### src/sv/pei_pkg.sv
// pei_pkg: shared constants, codes and item types of the pulse energy integrator
// no dependencies; imported by every module of the block
package pei_pkg;

  localparam int REC_LEN  = 2500;
  localparam int BASE_LEN = 250;
  localparam int NUM_BINS = 70;

  localparam int CNT_W      = 12;
  localparam int SAMPLE_W   = 16;
  localparam int SQ_W       = 31;
  localparam int SUM_ALL_W  = 30;
  localparam int SUM_BASE_W = 25;
  localparam int SQ_ALL_W   = 44;
  localparam int SQ_BASE_W  = 39;

  // record queue between accumulator and arithmetic back end (depth a power of two)
  localparam int REC_Q_DEPTH = 2;
  localparam int REC_Q_AW    = 1;
  localparam int REC_Q_CW    = 2;

  localparam int CFG_IDX_W  = 8;
  localparam int CFG_DATA_W = 32;

  localparam logic [CFG_IDX_W-1:0] CFG_COEF_LINEAR = 8'd0;
  localparam logic [CFG_IDX_W-1:0] CFG_COEF_SQUARE = 8'd1;
  localparam logic [CFG_IDX_W-1:0] CFG_HIST_LOW    = 8'd2;
  localparam logic [CFG_IDX_W-1:0] CFG_BIN_SCALE   = 8'd3;

  localparam logic [1:0] RANGE_IN    = 2'd0;
  localparam logic [1:0] RANGE_BELOW = 2'd1;
  localparam logic [1:0] RANGE_ABOVE = 2'd2;

  typedef struct packed {
    logic signed [SAMPLE_W-1:0] sample;
    logic                       last_sample;
  } in_t;

  typedef struct packed {
    logic signed [31:0] energy;
    logic [6:0]         bin_index;
    logic [1:0]         range_code;
    logic               short_record;
  } out_t;

  typedef struct packed {
    logic signed [SUM_ALL_W-1:0]  sum_all;
    logic signed [SUM_BASE_W-1:0] sum_base;
    logic [SQ_ALL_W-1:0]          sumsq_all;
    logic [SQ_BASE_W-1:0]         sumsq_base;
    logic                         short_rec;
  } rec_t;

  typedef struct packed {
    logic [REC_Q_CW-1:0] count;
  } rq_stat_t;

  typedef struct packed {
    logic signed [31:0] coef_linear;
    logic signed [31:0] coef_square;
    logic signed [31:0] hist_low;
    logic [31:0]        bin_scale;
  } cfg_t;

  typedef struct packed {
    logic busy;
  } back_stat_t;

endpackage

### src/sv/pei_front.sv
// pei_front: sample counter, squarer and the four record sums
// depends on pei_pkg; hands each finished record to the record queue
module pei_front import pei_pkg::*; (
  input  logic     clk,
  input  logic     rst_n,
  input  logic     push,
  input  in_t      in_item,
  input  rq_stat_t rq_stat,
  output logic     full,
  output logic     rec_push,
  output rec_t     rec_data
);

  logic                         accept;
  logic                         in_rec;
  logic                         in_base;
  logic [CNT_W-1:0]             cnt_r;
  logic [CNT_W-1:0]             cnt_nxt;
  logic [CNT_W-1:0]             cnt_inc;
  logic signed [2*SAMPLE_W-1:0] sq_full;

  logic                         s1_valid_r;
  logic                         s1_last_r;
  logic                         s1_short_r;
  logic                         s1_add_all_r;
  logic                         s1_add_base_r;
  logic signed [SAMPLE_W-1:0]   s1_x_r;
  logic [SQ_W-1:0]              s1_sq_r;

  logic signed [SUM_ALL_W-1:0]  sum_all_r, sum_all_nxt;
  logic signed [SUM_BASE_W-1:0] sum_base_r, sum_base_nxt;
  logic [SQ_ALL_W-1:0]          sumsq_all_r, sumsq_all_nxt;
  logic [SQ_BASE_W-1:0]         sumsq_base_r, sumsq_base_nxt;

  // keep a slot free for a marked item still in the summing stage
  assign full = ({1'b0, rq_stat.count} + (REC_Q_CW+1)'(s1_valid_r && s1_last_r))
                >= (REC_Q_CW+1)'(REC_Q_DEPTH);
  assign accept = push && !full;

  assign in_rec  = cnt_r < CNT_W'(REC_LEN);
  assign in_base = cnt_r < CNT_W'(BASE_LEN);
  assign cnt_inc = in_rec ? cnt_r + 1'b1 : cnt_r;
  assign sq_full = in_item.sample * in_item.sample;

  always_comb begin
    cnt_nxt = cnt_r;
    if (accept) begin
      cnt_nxt = in_item.last_sample ? '0 : cnt_inc;
    end
  end

  always_ff @(posedge clk) begin
    if (!rst_n) begin
      cnt_r      <= '0;
      s1_valid_r <= 1'b0;
    end else begin
      cnt_r      <= cnt_nxt;
      s1_valid_r <= accept;
    end
  end

  always_ff @(posedge clk) begin
    if (accept) begin
      s1_x_r        <= in_item.sample;
      s1_sq_r       <= sq_full[SQ_W-1:0];
      s1_last_r     <= in_item.last_sample;
      s1_short_r    <= cnt_inc < CNT_W'(REC_LEN);
      s1_add_all_r  <= in_rec;
      s1_add_base_r <= in_rec && in_base;
    end
  end

  always_comb begin
    sum_all_nxt    = sum_all_r + (s1_add_all_r ? SUM_ALL_W'(s1_x_r) : '0);
    sumsq_all_nxt  = sumsq_all_r + (s1_add_all_r ? SQ_ALL_W'(s1_sq_r) : '0);
    sum_base_nxt   = sum_base_r + (s1_add_base_r ? SUM_BASE_W'(s1_x_r) : '0);
    sumsq_base_nxt = sumsq_base_r + (s1_add_base_r ? SQ_BASE_W'(s1_sq_r) : '0);
  end

  assign rec_push            = s1_valid_r && s1_last_r;
  assign rec_data.sum_all    = sum_all_nxt;
  assign rec_data.sum_base   = sum_base_nxt;
  assign rec_data.sumsq_all  = sumsq_all_nxt;
  assign rec_data.sumsq_base = sumsq_base_nxt;
  assign rec_data.short_rec  = s1_short_r;

  always_ff @(posedge clk) begin
    if (!rst_n) begin
      sum_all_r    <= '0;
      sum_base_r   <= '0;
      sumsq_all_r  <= '0;
      sumsq_base_r <= '0;
    end else if (s1_valid_r) begin
      if (s1_last_r) begin
        sum_all_r    <= '0;
        sum_base_r   <= '0;
        sumsq_all_r  <= '0;
        sumsq_base_r <= '0;
      end else begin
        sum_all_r    <= sum_all_nxt;
        sum_base_r   <= sum_base_nxt;
        sumsq_all_r  <= sumsq_all_nxt;
        sumsq_base_r <= sumsq_base_nxt;
      end
    end
  end

endmodule

### config.mk
export PLATFORM = sky130hd
export DESIGN_NAME = pei_front
export DESIGN_NICKNAME = d
export VERILOG_FILES = /design/src/sv/pei_pkg.sv /design/src/sv/pei_front.sv
export SDC_FILE = /design/constraint.sdc
export NUM_CORES = 1
export LEC_CHECK = 0
export BUFFER_PORTS_ARGS = -buffer_cell sky130_fd_sc_hd__buf_2
export CORE_MARGIN = 4
export CORE_UTILIZATION = 43
export DETAILED_ROUTE_END_ITERATION = 8
export GPL_TIMING_DRIVEN = 0
export PLACE_DENSITY = 0.72
export SYNTH_ARGS = -nofsm -noshare
export SYNTH_HDL_FRONTEND = slang
export SYNTH_SLANG_ARGS = --single-unit
### constraint.sdc
create_clock -name clk -period 15.85 [get_ports clk]
set_input_delay 1.585 -clock clk [delete_from_list [all_inputs] [get_ports clk]]
set_output_delay 1.585 -clock clk [all_outputs]
set_load 0.01 [all_outputs]
**Yosys cells after proc, flatten, opt, wreduce, memory -nomap -nowiden**

Index checks and enable logic that the tools add are counted.

- Add/subtract/negate cells: 6
- Multipliers: 1
- Divide/modulo/power cells: 0
- Order comparisons: 4
- Eq/ne operators: 0
- Shift-type cells: 0
- Muxes and demuxes: 10
- Bitwise logic cells: 0
- Reduce and logical (&&, ||, !) cells: 4

Operators with widths:

| kind | count |
|---|---|
| $mux W31 | 2 |
| $mux W30 | 2 |
| $mux W25 | 2 |
| $add A44 B31 Y44 | 1 |
| $mux W44 | 1 |
| $add A39 B31 Y39 | 1 |
| $mux W39 | 1 |
| $mul A16 B16 Y31 | 1 |
| $add A30 B30 Y30 | 1 |
| $add A25 B25 Y25 | 1 |
| $lt A12 B12 Y1 const B | 2 |
| $mux W12 | 2 |
| $add A12 B1 Y12 const B | 1 |
| $lt A12 B8 Y1 const B | 1 |
| $add A2 B1 Y3 | 1 |
| $ge A3 B2 Y1 const B | 1 |
| $logic_and A1 B1 Y1 | 3 |
| $logic_not A1 Y1 | 1 |

- Register bits: 202
- Bits in latches: 0
- Bits in writable memories: 0
- Bits in read-only memories: 0
- Input port bits: 22
- Output and inout bits: 141
- Word-level logic and storage cells: 37
- Memories: 0

**Longest topological paths before layout**

- Depth in word-level cells: 5
- Mapped depth: 26
- Gate-level depth less buffers: 24

**Least setup slack after synthesis**

OpenSTA, ideal clock, no wires.

- Path kind: in2reg
- Start point: input port in_item[2] (netlist name)
- End point: register s1_sq_r[23] (data pin)
- Library setup time: 259 ps
- Arrival time: 7,555 ps
- Required time: 15,591 ps
- Path slack: 8,036 ps
- Stages on the path: 22
- Buffers on the path: 2
- Cells stage by stage: clkbuf_1 > clkbuf_1 > nand2_1 > fa_1 > fa_1 > fa_1 > inv_1 > fa_1 > fa_1 > inv_1 > fa_1 > inv_1 > ha_1 > and4_1 > a221o_1 > or4b_1 > a21oi_1 > o31ai_1 > a21oi_1 > nor2b_1 > o21a_1 > o31a_1

- Longest elaborated chain between the ends: 1

RTL lines:

| item | line | RTL |
|---|---|---|
| from (decl) | pei_front.sv:7 | `input in_t in_item,` |
| $mul A16 B16 Y31 | pei_front.sv:43 | `assign sq_full = in_item.sample * in_item.sample;` |
| named net sq_full[23] | pei_front.sv:20 | `logic signed [2*SAMPLE_W-1:0] sq_full;` |
| to (signal assigned) | pei_front.sv:65 | `s1_sq_r <= sq_full[SQ_W-1:0];` |
| to (decl) | pei_front.sv:28 | `logic [SQ_W-1:0] s1_sq_r;` |

The timed path passes the listed nets, and every way through them passes these cells.
A chain may end at the register's enable or synchronous reset.

**Worst setup path in the final report**

- Start point: input port in_item[2] (netlist name)
- End point: register s1_sq_r[28] (data pin)

The elaborated chain is that of the path after synthesis.

==> impl_metrics.toml <==
[sta]
report.final.hold_viol_count = 0
final.min_clock_period_ns = 8.68
fin_setup_tns_ns = 0
setup_viol_count_final = 0
rsz0062_at_grt = "no"
tightest_slew_ns = 1.47
max_freq_mhz = 115
skew_ns = 0.0149
timing.hold.ws_ns = 0.473
max_slew_margin_pct = 1.92
slew_violations = 0
finalCritPeriodShare_pct = 54.7

[worst_hold_path]
holdPathStages = 2
holdCritStartpoint = "sum_base_r[0]"
hold_path.class = "reg -> reg"
hold_path_end = "sum_base_r[0]"

[power_and_ir_drop]
p_total_uw = 5190
peakVddDrop_mv = 0.399
p_leak_uw = 0.0118
p_per_area_nw_per_um2 = 209

[synthesis]
ys_seq_area_share_pct = 19.9
avgSynthCellArea_sq_um = 8.67
synth_simple_gate_area_share_pct = 15.1
synth-compound-area-share_pct = 18.5
ys_types = 81
yosysTopAreaCellShare_pct = 20.5
synth_area_sq_um = 22600
synth_top_family_by_area = "adder cells"
synth_xor_area_share_pct = 6.20
synthTopCellsByCount = "inv_1 (381), fa_1 (232), ha_1 (203)"
yosys_warnings = 0
synth_edf_count = 49
async_flop_share_pct = 0
ys.flop_type = "dfxtp_1"
synthMuxAreaShare_pct = 0.183
netlist_instances = 2608
synth_seq_cells = 200
syn-num-nets = 3065
synth.most_common_cell = "inv_1"
synth.area.top_cells = "fa_1 (21%), dfxtp_1 (13%), ha_1 (11%)"
synth_top_area_cell = "fa_1"
synthAdderAreaFrac_pct = 31.8

[placed_design]
dpl.hpwl_mm = 49.6
port_buffers = 161
dpl.cell_count = 3450
routabilityCongestion = 0.942

[routing]
num_vias = 19075
top_layer = "met4"
dr.pass1.iters = 6
met3_length_mm = 4.14
met1Wirelength_mm = 26.7
wl_met2_mm = 28.3
detail-route-antenna-nets = 0
vias_per_cell = 5.48
drc = 0
drt-initial-drc-count = 1418
routed_wl_mm = 60.6
wl_per_cell_um = 17.4

[clock_network]
cts_hold_buf = 0
cts_tree = "built"
cts_root_buffer = "clkbuf_16"
clk_latency_ns = 0.47
htree_levels = 4
cts_resized = 0
cts_made_buffers = 17
clk_transition_reported_paths_ns = 0.08
clock_path_buffers = 2
post-cts-setup-buffers = 0
cts_sinks = 200

[floorplanning]
start_util_pct = 43.7
die_w_um = 237
rows = 83
fp.coreArea_sq_um = 51700
dieArea_sq_um = 56300
ios = 163
die_height_um = 237

[worst_setup_path]
critical_path.max_fanout = 10
r2r_end = "sumsq_all_r[39]"
critPathMaxStageDelay_ns = 0.59
end_kind = "flip-flop"
critPathRequiredTime_ns = 16.11
path_class = "in -> reg"
crit_path_start_kind = "primary input"
r2r_cells = 14
r2r_slack_ns = 11.60
cp.arrival_ns = 8.94
cp_slowest_cell = "fa_1"
rr_startpoint = "s1_add_all_r"

[finish]
layout-drive-gt1-share_pct = 8.28
fillers = 4963
stdcell_count = 3482
post-route-util_pct = 48.1
antennaDiodeCount = 0
area_delta_synth_final_pct = 10.1
nets = 3246

[global_route]
grt_pass1_wl_mm = 98.0
antenna_found_initial = 0
grt.total_usage_pct = 21.4
grt_pass1_vias = 18560
overflow = 0
grt_max_degree = 43

[outcome]
outcome = "finished, final reports clean"

[flow_run]
drv_cap = 0
## worst max-delay path, delay by kind of cell
kind                     cells  cell delay, ns
adder cells (fa/ha/maj)      7            3.00
buffers and inverters        9            1.59
AND/OR/NAND/NOR              5            1.21
AO/OA/AOI/OAI                4            1.23
XOR/XNOR                     1            0.29
## routing by layer
metal | up-vias | GRT usage (%)
li1 | 9168 | -
met1 | 9209 | 29.6
met2 | 618 | 35.7
met3 | 80 | 2.80
met4 | 0 | 5.66
met5 | - | 0
## logic make-up (layout without fill, tap and decap cells)
group           Yosys count  after routing
simple gates            700            700
flops                   200            200
fa+ha+maj               435            435
mux                       4              4
compound gates          613            613
buf+inv                 496            690
xor+xnor                160            160
## layout by cell type (no fill, tap or decap), types with 25 or more instances in the layout
cell / count
xor2_1: 48
nor2_1: 202
a31oi_1: 28
nand3_1: 47
o21bai_1: 25
a22oi_1: 69
edfxtp_1: 49
a21oi_1: 149
inv_1: 380
dfxtp_1: 151
clkbuf_1: 96
o21ai_0: 87
a21o_1: 71
and2_1: 129
fa_1: 232
nor3_1: 28
a22o_1: 42
ha_1: 203
nand2_1: 176
buf_2: 164
xnor2_1: 112
## report_power, final
group          internal (uW)  switching (uW)  leakage [uW]
logic                   1640            2310       0.00987
registers                755            35.1       0.00167
clock network            227             229      0.000293
total                   2620            2570        0.0118
## how the worst max path moves through the flow
stage | from | to | slack, ns | cells after the start
6_report | in_item[2] | s1_sq_r[28] | 7.17 | 26
5_1_grt | in_item[2] | s1_sq_r[30] | 6.77 | 26
4_1_cts | in_item[5] | s1_sq_r[30] | 7.26 | 21
3_5_place_dp | in_item[5] | s1_sq_r[30] | 6.78 | 21
3_3_place_gp | in_item[6] | s1_sq_r[30] | 6.74 | 21
2_1_floorplan | in_item[2] | s1_sq_r[23] | 8.04 | 22
## state kept, by name, summed over array words and instances (netlist names)
signal / cells
s1_add_all_r: 1
s1_last_r: 1
cnt_r: 12
sum_all_r: 30
s1_x_r: 16
s1_valid_r: 1
sumsq_base_r: 39
s1_add_base_r: 1
sum_base_r: 25
s1_sq_r: 29
sumsq_all_r: 44
s1_short_r: 1
## through the flow
| step | setup slack, ns | area (sq um) |
|---|---|---|
| after floorplan | 8.04 | 22600 |
| after global placement | 6.74 | 24300 |
| after detailed placement | 6.78 | 24300 |
| after CTS | 7.26 | 24900 |
| after global routing | 6.77 | 24900 |
| final | 7.17 | 24900 |
## layout make-up
| class | instances | area (sq um) | area share, % |
|---|---|---|---|
| Buffer | 112 | 458 | 1.84 |
| Clock buffer | 17 | 425 | 1.71 |
| Clock inverter | 15 | 176 | 0.709 |
| Inverter | 384 | 1440 | 5.79 |
| Multi-Input combinational cell | 1912 | 16200 | 65.2 |
| Sequential cell | 200 | 4490 | 18.1 |
| Tap cell | 680 | 851 | 3.42 |
| Timing Repair Buffer | 162 | 826 | 3.32 |
(Power assumes the default switching activity.)
