File: src/sv/pei_pkg.sv
// pei_pkg: shared constants, codes and item types of the pulse energy integrator
// no dependencies; imported by every module of the block
package pei_pkg;

  localparam int REC_LEN  = 2500;
  localparam int BASE_LEN = 250;
  localparam int NUM_BINS = 70;

  localparam int CNT_W      = 12;
  localparam int SAMPLE_W   = 16;
  localparam int SQ_W       = 31;
  localparam int SUM_ALL_W  = 30;
  localparam int SUM_BASE_W = 25;
  localparam int SQ_ALL_W   = 44;
  localparam int SQ_BASE_W  = 39;

  // record queue between accumulator and arithmetic back end (depth a power of two)
  localparam int REC_Q_DEPTH = 2;
  localparam int REC_Q_AW    = 1;
  localparam int REC_Q_CW    = 2;

  localparam int CFG_IDX_W  = 8;
  localparam int CFG_DATA_W = 32;

  localparam logic [CFG_IDX_W-1:0] CFG_COEF_LINEAR = 8'd0;
  localparam logic [CFG_IDX_W-1:0] CFG_COEF_SQUARE = 8'd1;
  localparam logic [CFG_IDX_W-1:0] CFG_HIST_LOW    = 8'd2;
  localparam logic [CFG_IDX_W-1:0] CFG_BIN_SCALE   = 8'd3;

  localparam logic [1:0] RANGE_IN    = 2'd0;
  localparam logic [1:0] RANGE_BELOW = 2'd1;
  localparam logic [1:0] RANGE_ABOVE = 2'd2;

  typedef struct packed {
    logic signed [SAMPLE_W-1:0] sample;
    logic                       last_sample;
  } in_t;

  typedef struct packed {
    logic signed [31:0] energy;
    logic [6:0]         bin_index;
    logic [1:0]         range_code;
    logic               short_record;
  } out_t;

  typedef struct packed {
    logic signed [SUM_ALL_W-1:0]  sum_all;
    logic signed [SUM_BASE_W-1:0] sum_base;
    logic [SQ_ALL_W-1:0]          sumsq_all;
    logic [SQ_BASE_W-1:0]         sumsq_base;
    logic                         short_rec;
  } rec_t;

  typedef struct packed {
    logic [REC_Q_CW-1:0] count;
  } rq_stat_t;

  typedef struct packed {
    logic signed [31:0] coef_linear;
    logic signed [31:0] coef_square;
    logic signed [31:0] hist_low;
    logic [31:0]        bin_scale;
  } cfg_t;

  typedef struct packed {
    logic busy;
  } back_stat_t;

endpackage

File: src/sv/pei_rec_fifo.sv
// pei_rec_fifo: short queue of finished record sums between front and back end
// depends on pei_pkg for the record type and depth
module pei_rec_fifo import pei_pkg::*; (
  input  logic     clk,
  input  logic     rst_n,
  input  logic     push,
  input  rec_t     wr_data,
  input  logic     pop,
  output logic     rd_valid,
  output rec_t     rd_data,
  output rq_stat_t stat
);

  rec_t                mem [REC_Q_DEPTH];
  logic [REC_Q_AW-1:0] wr_ptr_r, wr_ptr_nxt;
  logic [REC_Q_AW-1:0] rd_ptr_r, rd_ptr_nxt;
  logic [REC_Q_CW-1:0] count_r, count_nxt;

  always_comb begin
    wr_ptr_nxt = push ? wr_ptr_r + 1'b1 : wr_ptr_r;
    rd_ptr_nxt = pop ? rd_ptr_r + 1'b1 : rd_ptr_r;
    count_nxt  = count_r;
    case ({push, pop})
      2'b10:   count_nxt = count_r + 1'b1;
      2'b01:   count_nxt = count_r - 1'b1;
      default: count_nxt = count_r;
    endcase
  end

  always_ff @(posedge clk) begin
    if (!rst_n) begin
      wr_ptr_r <= '0;
      rd_ptr_r <= '0;
      count_r  <= '0;
    end else begin
      wr_ptr_r <= wr_ptr_nxt;
      rd_ptr_r <= rd_ptr_nxt;
      count_r  <= count_nxt;
    end
  end

  always_ff @(posedge clk) begin
    if (push) begin
      mem[wr_ptr_r] <= wr_data;
    end
  end

  assign rd_valid    = count_r != '0;
  assign rd_data     = mem[rd_ptr_r];
  assign stat.count  = count_r;

endmodule

File: config.mk
export PLATFORM = sky130hd
export DESIGN_NAME = pei_rec_fifo
export DESIGN_NICKNAME = d
export VERILOG_FILES = /design/src/sv/pei_pkg.sv /design/src/sv/pei_rec_fifo.sv
export SDC_FILE = /design/constraint.sdc
export NUM_CORES = 1
export LEC_CHECK = 0
export BUFFER_PORTS_ARGS = -buffer_cell sky130_fd_sc_hd__buf_2
export CORE_MARGIN = 2
export CORE_UTILIZATION = 51
export CTS_BUF_LIST = sky130_fd_sc_hd__clkbuf_4
export CTS_CLUSTER_SIZE = 10
export DETAILED_ROUTE_END_ITERATION = 6
export PLACE_DENSITY = 0.78
export SETUP_SLACK_MARGIN = 0.4
export SLEW_MARGIN = 20
export SYNTH_ARGS = -nofsm -noshare
export SYNTH_HDL_FRONTEND = slang
export SYNTH_SLANG_ARGS = --single-unit
File: constraint.sdc
create_clock -name clk -period 17.6 [get_ports clk]
set_input_delay 0.88 -clock clk [delete_from_list [all_inputs] [get_ports clk]]
set_output_delay 0.88 -clock clk [all_outputs]
set_load 0.01 [all_outputs]
### After elaboration in Yosys (flattened, before gate mapping)

Memories as Yosys holds them, arrays and structs flattened. A register that Yosys moved wholly into a read port is not among the register bits.
Cells that the tools add are included.

* bits in registers: 4
* bits in latches: 0
* memory bits (writable): 278
* bits in read-only memories: 0
* bits of input ports: 143
* output and inout port bits: 142
* logic and storage cells: 17
* memories: 1

* add/subtract/negate cells: 4
* multipliers: 0
* div/mod/pow operators: 0
* order comparisons: 0
* equal/unequal tests: 2
* shifts and indexed selects: 0
* muxes and demuxes: 5
* bitwise operators: 0
* reductions and logical operators: 2

Memory list
* mem: depth 2, width 139, read ports 1, clocked after Yosys merged registers in 1, write ports 1, line pei_rec_fifo.sv:14 `rec_t mem [REC_Q_DEPTH];`

Operators by type and width (number)
* 1-bit 2-to-1 mux: 4
* 2-bit one-hot mux with 2 select lines: 1
* 2-bit nonzero test: 2
* 1-bit adder (second input constant): 2
* 2-bit by 1-bit adder with 2-bit output (second input constant): 1
* 2-bit by 1-bit == test with 1-bit output (second input constant): 1
* 2-bit == test (second input constant): 1
* 2-bit by 1-bit subtractor with 2-bit output (second input constant): 1

### Longest topological paths before layout

Gate-level depths: netlist of run 1.

* depth after elaboration: 3
* gate-level depth with buffers: 5

### Worst setup path before layout of run 1

Ideal clock, no wire load.

* path kind: input port to flip-flop
* start point: input port push
* end point: memory mem[0][0] in the netlist's numbering, enable pin
* setup time: 644 ps
* arrival time: 6790 ps
* data required time: 16956 ps
* setup slack: 10166 ps
* stages on the path: 2
* buffers on the path: 0
* cells stage by stage: inv_1 nor2_1

* word-level cells in the longest chain between the ends: 2

RTL lines
* start, declared: line pei_rec_fifo.sv:6 `input logic push,`
* 1-bit 2-to-1 mux: line pei_rec_fifo.sv:43 `if (push) begin`
* 1-bit 2-to-1 mux (not written as such): line pei_rec_fifo.sv:44 `mem[wr_ptr_r] <= wr_data;`
* end, declared: line pei_rec_fifo.sv:14

Every way passes these cells.

==> metrics, run 1 <==
status finished clean; Seq/Total Area, Yosys approximately 82%; via-per-instance ratio 4.92; Tot Pwr between 1 and 1.5 mW; dpl ws around 14 ns; drc violations 0; worst setup margin between 10 and 15 ns; fin util between 60% and 70%; Largest stage delay, worst path slightly below 1 ns; number of port buffers between 200 and 300; fmax between 200 and 300 MHz; RSZ-0062 raised after global routing false; Syn Inst Count roughly 450; routed wl met2 9940 um; area grow syn2layout 24.1%; Worst Skew 0.0256 ns; WP buf/inv 2; Fill cells about 1400; GRT overflow 0; WP data arrival just over 3 ns; Layout Nets ~940; CP max-delay cell dfxtp_4; P_leak 4.86 nW; clk root buf clkbuf_4; CP Cell Sequence buf_4 -> mux2_2 -> buf_2; Worst-path clk slew 0.07 ns; Power Dens Cells roughly 110 mW/mm^2; Initial Util a little over half; M1 wire length 7350 um; met3 wire length approximately 1700 um; layout cells sized above 1 between 60% and 70%; Synth Cell Area around 0.010 sq mm; Async S/R FF share, synth 0%; max_cap viols 0; Post-CTS Resized 0; CTS H-tree lvls 3; top_reg_cell synth edfxtp_1; core area between 0.015 and 0.02 sq mm; routed via count between 5000 and 6000; Num CTS Buffers 70; VDD IR-drop max about 0.074 mV; dpl hpwl 12700 um; Global Route Usage Sum 18.2%; die height between 100 and 150 um; WP depth 3; Die W ~150 um; worst path required time 16.72 ns; DP Cell Count a little under 1000; Post-CTS Setup Bufs 0; Max Root-Sink Buffers 3; CTS hold repair buffers 0; CTS tree yes; crit end category primary output; initial antenna violation count 3; EDFF count, synth approximately 280; vias in the first global route about 6100; Max Slew Vio Count 0; Pre-antenna DRT Iters 4; antenna-violating nets left 0; Worst-Skew Late Latency between 0.6 and 0.7 ns; setup TNS 0 ns; DRT Wirelength approximately 20000 um; yosys warns 0; Fin. Hold Viols 0; Hold Crit Depth 1; endpoints failing setup 0; startpoint types flop; synth unique cells 18; Yosys reg bits around 280; min-delay worst type in2reg; Initial DRC Count between 200 and 300; Rows 51; Non-Filler Instances about 1100; CTS sink count between 200 and 300; Worst Setup Path Type reg2out; crit-path max FO 76; first-pass GRT wire length 30300 um; Die Area between 0.02 and 0.025 sq mm; period utilization 22.6%; R2R cell count 2; num ports 285; final RePlAce weighted congestion about 0.75; Avg WL per Cell roughly 18 um; syn_area_per_cell 22.7 sq um; Worst slew margin 30.5%; largest net degree at the start of global routing 78; Syn Nets a little under 600; largest delay contributor family on the critical path flip-flops; Tightest Pin Transition around 1.0 ns; Final min period between 3 and 4 ns; top layer in use met5
## power by group
group          total [mW]  internal, mW  switching, mW
clock               0.510         0.280          0.230
sequential          0.794         0.780         0.0145
combinational       0.142        0.0692         0.0727
## metrics by stage
stage                     cell area (sq um)  hold slack, ns
after floorplan                       10300           0.509
after global placement                11900           0.478
after detailed placement              11900           0.497
after CTS                             12700           0.370
after global routing                  12700           0.369
final                                 12700           0.447
## layout make-up
type / instances / area [sq um] / share of cell area, %
multi-input combinational: 154 / 1680 / 13.2
clock inverter: 11 / 95.1 / 0.746
sequential: 283 / 8450 / 66.3
inverter: 1 / 3.75 / 0.0294
timing repair buffer: 288 / 1450 / 11.4
tap: 265 / 332 / 2.60
clock buffer: 97 / 728 / 5.71
antenna: 2 / 5.00 / 0.0393
## registers in the layout, summed over array words and instances, names as in the netlist, named ones only
| name | count |
|---|---|
| mem | 278 |
| rd_ptr_r | 1 |
| stat | 2 |
| wr_ptr_r | 1 |
## Yosys cell counts, drive strengths merged, types with 2 or more instances
library cell,instances,area [sq um]
edfxtp,278,8350
mux2,139,1570
buf,15,149
dfxtp,5,100
and2,4,25.0
xnor2,2,17.5
## final timing paths
kind | end | slack [ns] | startpoint
min | mem[0][55] | 0.45 | wr_data[55]
max reg2reg | mem[1][54] | 15.06 | wr_ptr_r
max | rd_data[49] | 13.62 | flop
min reg2reg | stat[1] | 0.51 | stat[1]
## worst register-to-register path: stages, from the launching register on
cell and delay [ns]:
dfxtp_1 0.40, and2_4 0.77, buf_4 0.93
## kinds of logic (layout without fill, tap and decap cells)
logic type               after synthesis  after routing  synth area share, %
AO/OA/AOI/OAI                          3              3                0.195
XOR/XNOR                               3              3                0.256
adder cells (fa/ha/maj)                1              1                0.122
buffers and inverters                 16            397                 1.49
flip-flops                           283            283                 82.2
multiplexers                         139            139                 15.2
other                                  0              2                    0
AND/OR/NAND/NOR                        8              8                0.463
## per-layer routing
layer	up-vias	global-route usage, %
met4	2	8.97
met3	44	6.83
met1	2599	20.3
met5	-	0
li1	2530	-
met2	240	30.8
## cells in the final DEF, fill, tap and decap left out
cell type | synthesis | routed
xor2_1 | 1 | 1
clkinv_2 | 0 | 1
mux2_2 | 139 | 139
inv_2 | 0 | 2
buf_2 | 2 | 284
a21boi_1 | 1 | 1
nor2_4 | 0 | 1
buf_4 | 2 | 4
or2_2 | 1 | 1
nor2b_1 | 1 | 1
clkinv_1 | 0 | 6
edfxtp_1 | 278 | 278
o21ai_0 | 1 | 1
diode_2 | 0 | 2
ha_1 | 1 | 1
xnor2_1 | 2 | 2
bufinv_16 | 0 | 2
or3_1 | 1 | 1
o21a_1 | 1 | 1
inv_1 | 1 | 1
dfxtp_4 | 0 | 1
and2_4 | 0 | 1
and2_1 | 4 | 3
clkbuf_4 | 0 | 97
dfxtp_1 | 5 | 4
No activity file was read; power rests on OpenSTA's default activity.
==> inputs of run 2 (changes only) <==
ABC_AREA = 1   (was default)
clock period = 3.8 ns   (was 17.6 ns; I/O delays follow)
==> run 2 against run 1 <==
  * Global-route usage rose by 4.1 points
  * Critical path type unchanged
  * Largest cell class unchanged
  * Combinational power increased to 5.3 times the previous value
  * Clock-buffer cell count increased by 3
  * Critical endpoint is now rd_data[101]
  * Critical path depth did not move
  * Die area up 0.11%
==> metrics, run 2 <==
synth unique cells 14 (-4); VDD IR-drop max 0.285 mV (+280%); most common cell after layout, fill and taps aside buf_2; most area-hungry cell type in the Yosys netlist edfxtp_1; drc violations 0 (unchanged); top_reg_cell synth edfxtp_1; Max Slew Vio Count 0 (unchanged); FF-to-FF setup slack 1.81 ns (-13.25 ns); startpoint types flop; GRT overflow 0 (unchanged); Die W 146 um (about the same); Rows 51 (unchanged); CTS tree yes; Worst slew margin 45.8% (+15 points); setup TNS 0 ns (unchanged); Num CTS Buffers 70 (unchanged); largest net degree at the start of global routing 111 (+42%); Worst Setup Path Type reg2out; dpl hpwl 13500 um (+5.7%); core area 0.0197 sq mm (+0.33%); Die Area 0.0213 sq mm (+0.11%); Tightest Pin Transition 0.813 ns (-0.231 ns); DRT Wirelength 23800 um (+21%); routed via count 6325 (+17%); Hold Startpoint wr_data[67]; RSZ-0062 raised after global routing false; WP depth 3 (unchanged); largest delay contributor family on the critical path flip-flops; Global Route Usage Sum 22.3% (+4.1 points); initial antenna violation count 1 (-2); EDFF count, synth 278 (unchanged); first-pass GRT wire length 36800 um (+21%); R2R cell count 3 (+1); Hold Crit Depth 2 (+1); vias in the first global route 7085 (+15%); crit end category primary output; Layout Nets 1100 (+17%); WP data arrival 2.51 ns (-0.59 ns); yosys warns 0 (unchanged); Pre-antenna DRT Iters 4 (unchanged); Initial Util 52.3% (-0.11 points); status finished clean; endpoints failing setup 0 (unchanged); P_leak 5.53 nW (+14%); min-delay worst type in2reg; Fill cells 1178 (-17%); final RePlAce weighted congestion 0.788 (+5.6%); CTS H-tree lvls 3 (unchanged); WP buf/inv 2 (unchanged); Yosys top cell area share 81.2% (-0.089 points); syn_area_per_cell 22.1 sq um (-2.5%); fin util 72.7% (+7.7 points); Non-Filler Instances 1264 (+15%); Worst-Skew Late Latency 0.65 ns (+0.03 ns); clk root buf clkbuf_4; max_cap viols 0 (unchanged); CP Cell Sequence buf_12 -> mux2_2 -> buf_2; Commonest cells post-synth edfxtp_1, mux2_2, buf_6; CTS sink count 283 (unchanged); layout cells sized above 1 54.3% (-9.6 points); worst path required time 3.61 ns (-13.11 ns); Final min period 2.70 ns; Avg WL per Cell 18.8 um (+5.7%); die height 146 um (about the same); CP max-delay cell dfxtp_4; Syn Inst Count 465 (+2.6%); via-per-instance ratio 5.00 (+1.7%); Synth Cell Area 0.0103 sq mm (+0.11%); Power Dens Cells 481 mW/mm^2 (+320%); Post-CTS Resized 0 (unchanged); crit-path max FO 110 (+45%); commonest non-fill, non-tap cells in the layout buf_2, edfxtp_1, dlygate4sd3_1; fmax ~370 MHz; Largest register FFs 278 (unchanged); antenna-violating nets left 0 (unchanged); Biggest register mem; number of port buffers 284 (unchanged); worst reg2reg path startpoint wr_ptr_r; Seq/Total Area, Yosys 82.2% (-0.090 points); top cells by area, synth edfxtp_1, mux2_2, buf_6; area grow syn2layout 39.0%; Fin. Hold Viols 0 (unchanged); period utilization 71.0%; Initial DRC Count 235 (-9.3%); DP Cell Count 1006 (+1.5%); Largest stage delay, worst path 0.62 ns (-0.36 ns); Async S/R FF share, synth 0% (unchanged); minimum hold slack 0.270 ns (-0.177 ns); Worst-path clk slew 0.06 ns (about the same); num ports 285 (unchanged); Worst Skew 0.0266 ns (+0.000993 ns); Syn Nets 609 (+2.0%); Yosys reg bits 283 (unchanged); most numerous cell in the Yosys netlist edfxtp_1; Max Root-Sink Buffers 3 (unchanged)
run 2: final cells by class:
type                    count  area (sq um)  area share, %
well taps                 265           332           2.32
flip-flops and latches    283          8450           59.1
multi-input cells         162          1680           11.7
repair buffers            434          2950           20.6
clock inverters            14           114          0.796
clock buffers             100           751           5.25
diodes                      1          2.50         0.0175
inverters                   5          22.5          0.158
run 2: final timing paths:
path | to
worst max register to register | mem[1][76]
worst min register to register | stat[1]
worst max-delay path | rd_data[101]
worst min-delay path | mem[1][67]
run 2: worst register-to-register path, cell delays in order (launching register included):
cell	delay (ns)
dfxtp_1	0.35
nand2_1	0.16
clkinvlp_4	0.65
buf_4	0.55
run 2: routing by layer:
| layer | track usage [%] | up-vias | part of all wire, % |
|---|---|---|---|
| met5 | 0 | - | 0 |
| met4 | 7.91 | 0 | 1.6 |
| met3 | 7.40 | 33 | 8.3 |
| met2 | 40.4 | 317 | 54 |
| met1 | 24.4 | 3110 | 36 |
| li1 | - | 2865 | - |
run 2: kinds of logic (layout without fill, tap and decap cells):
kind of cell / Yosys count / after routing / share of synthesized area [%]
DFF: 283 / 283 / 82.2
muxes: 139 / 139 / 15.2
and+or+nand+nor: 20 / 20 / 0.779
buffers and inverters: 20 / 553 / 1.63
AOI/OAI and AO/OA: 2 / 2 / 0.0972
adders and majority gates: 1 / 1 / 0.122
other: 0 / 1 / 0
run 2: repair_timing:
action | 4_1_cts | 5_1_grt
endpoints found under the setup margin | 0 | 0
hold endpoints to repair | 283 | 0
hold buffers | 142 | 0
setup buffers | 0 | 0
run 2: through the flow:
stage,instance area [sq um],power [mW],setup WS [ns]
3_5_place_dp,12000,4.35,1.81
6_report,14300,6.88,1.10
2_1_floorplan,10300,4.07,0.911
3_3_place_gp,12000,4.32,1.86
5_1_grt,14300,7.17,1.03
4_1_cts,14300,6.91,1.14
run 2: power breakdown:
part           switching [mW]  leakage [nW]  internal, mW
combinational           0.374          2.36         0.385
clock                    1.12         0.512          1.34
sequential             0.0498          2.65          3.61
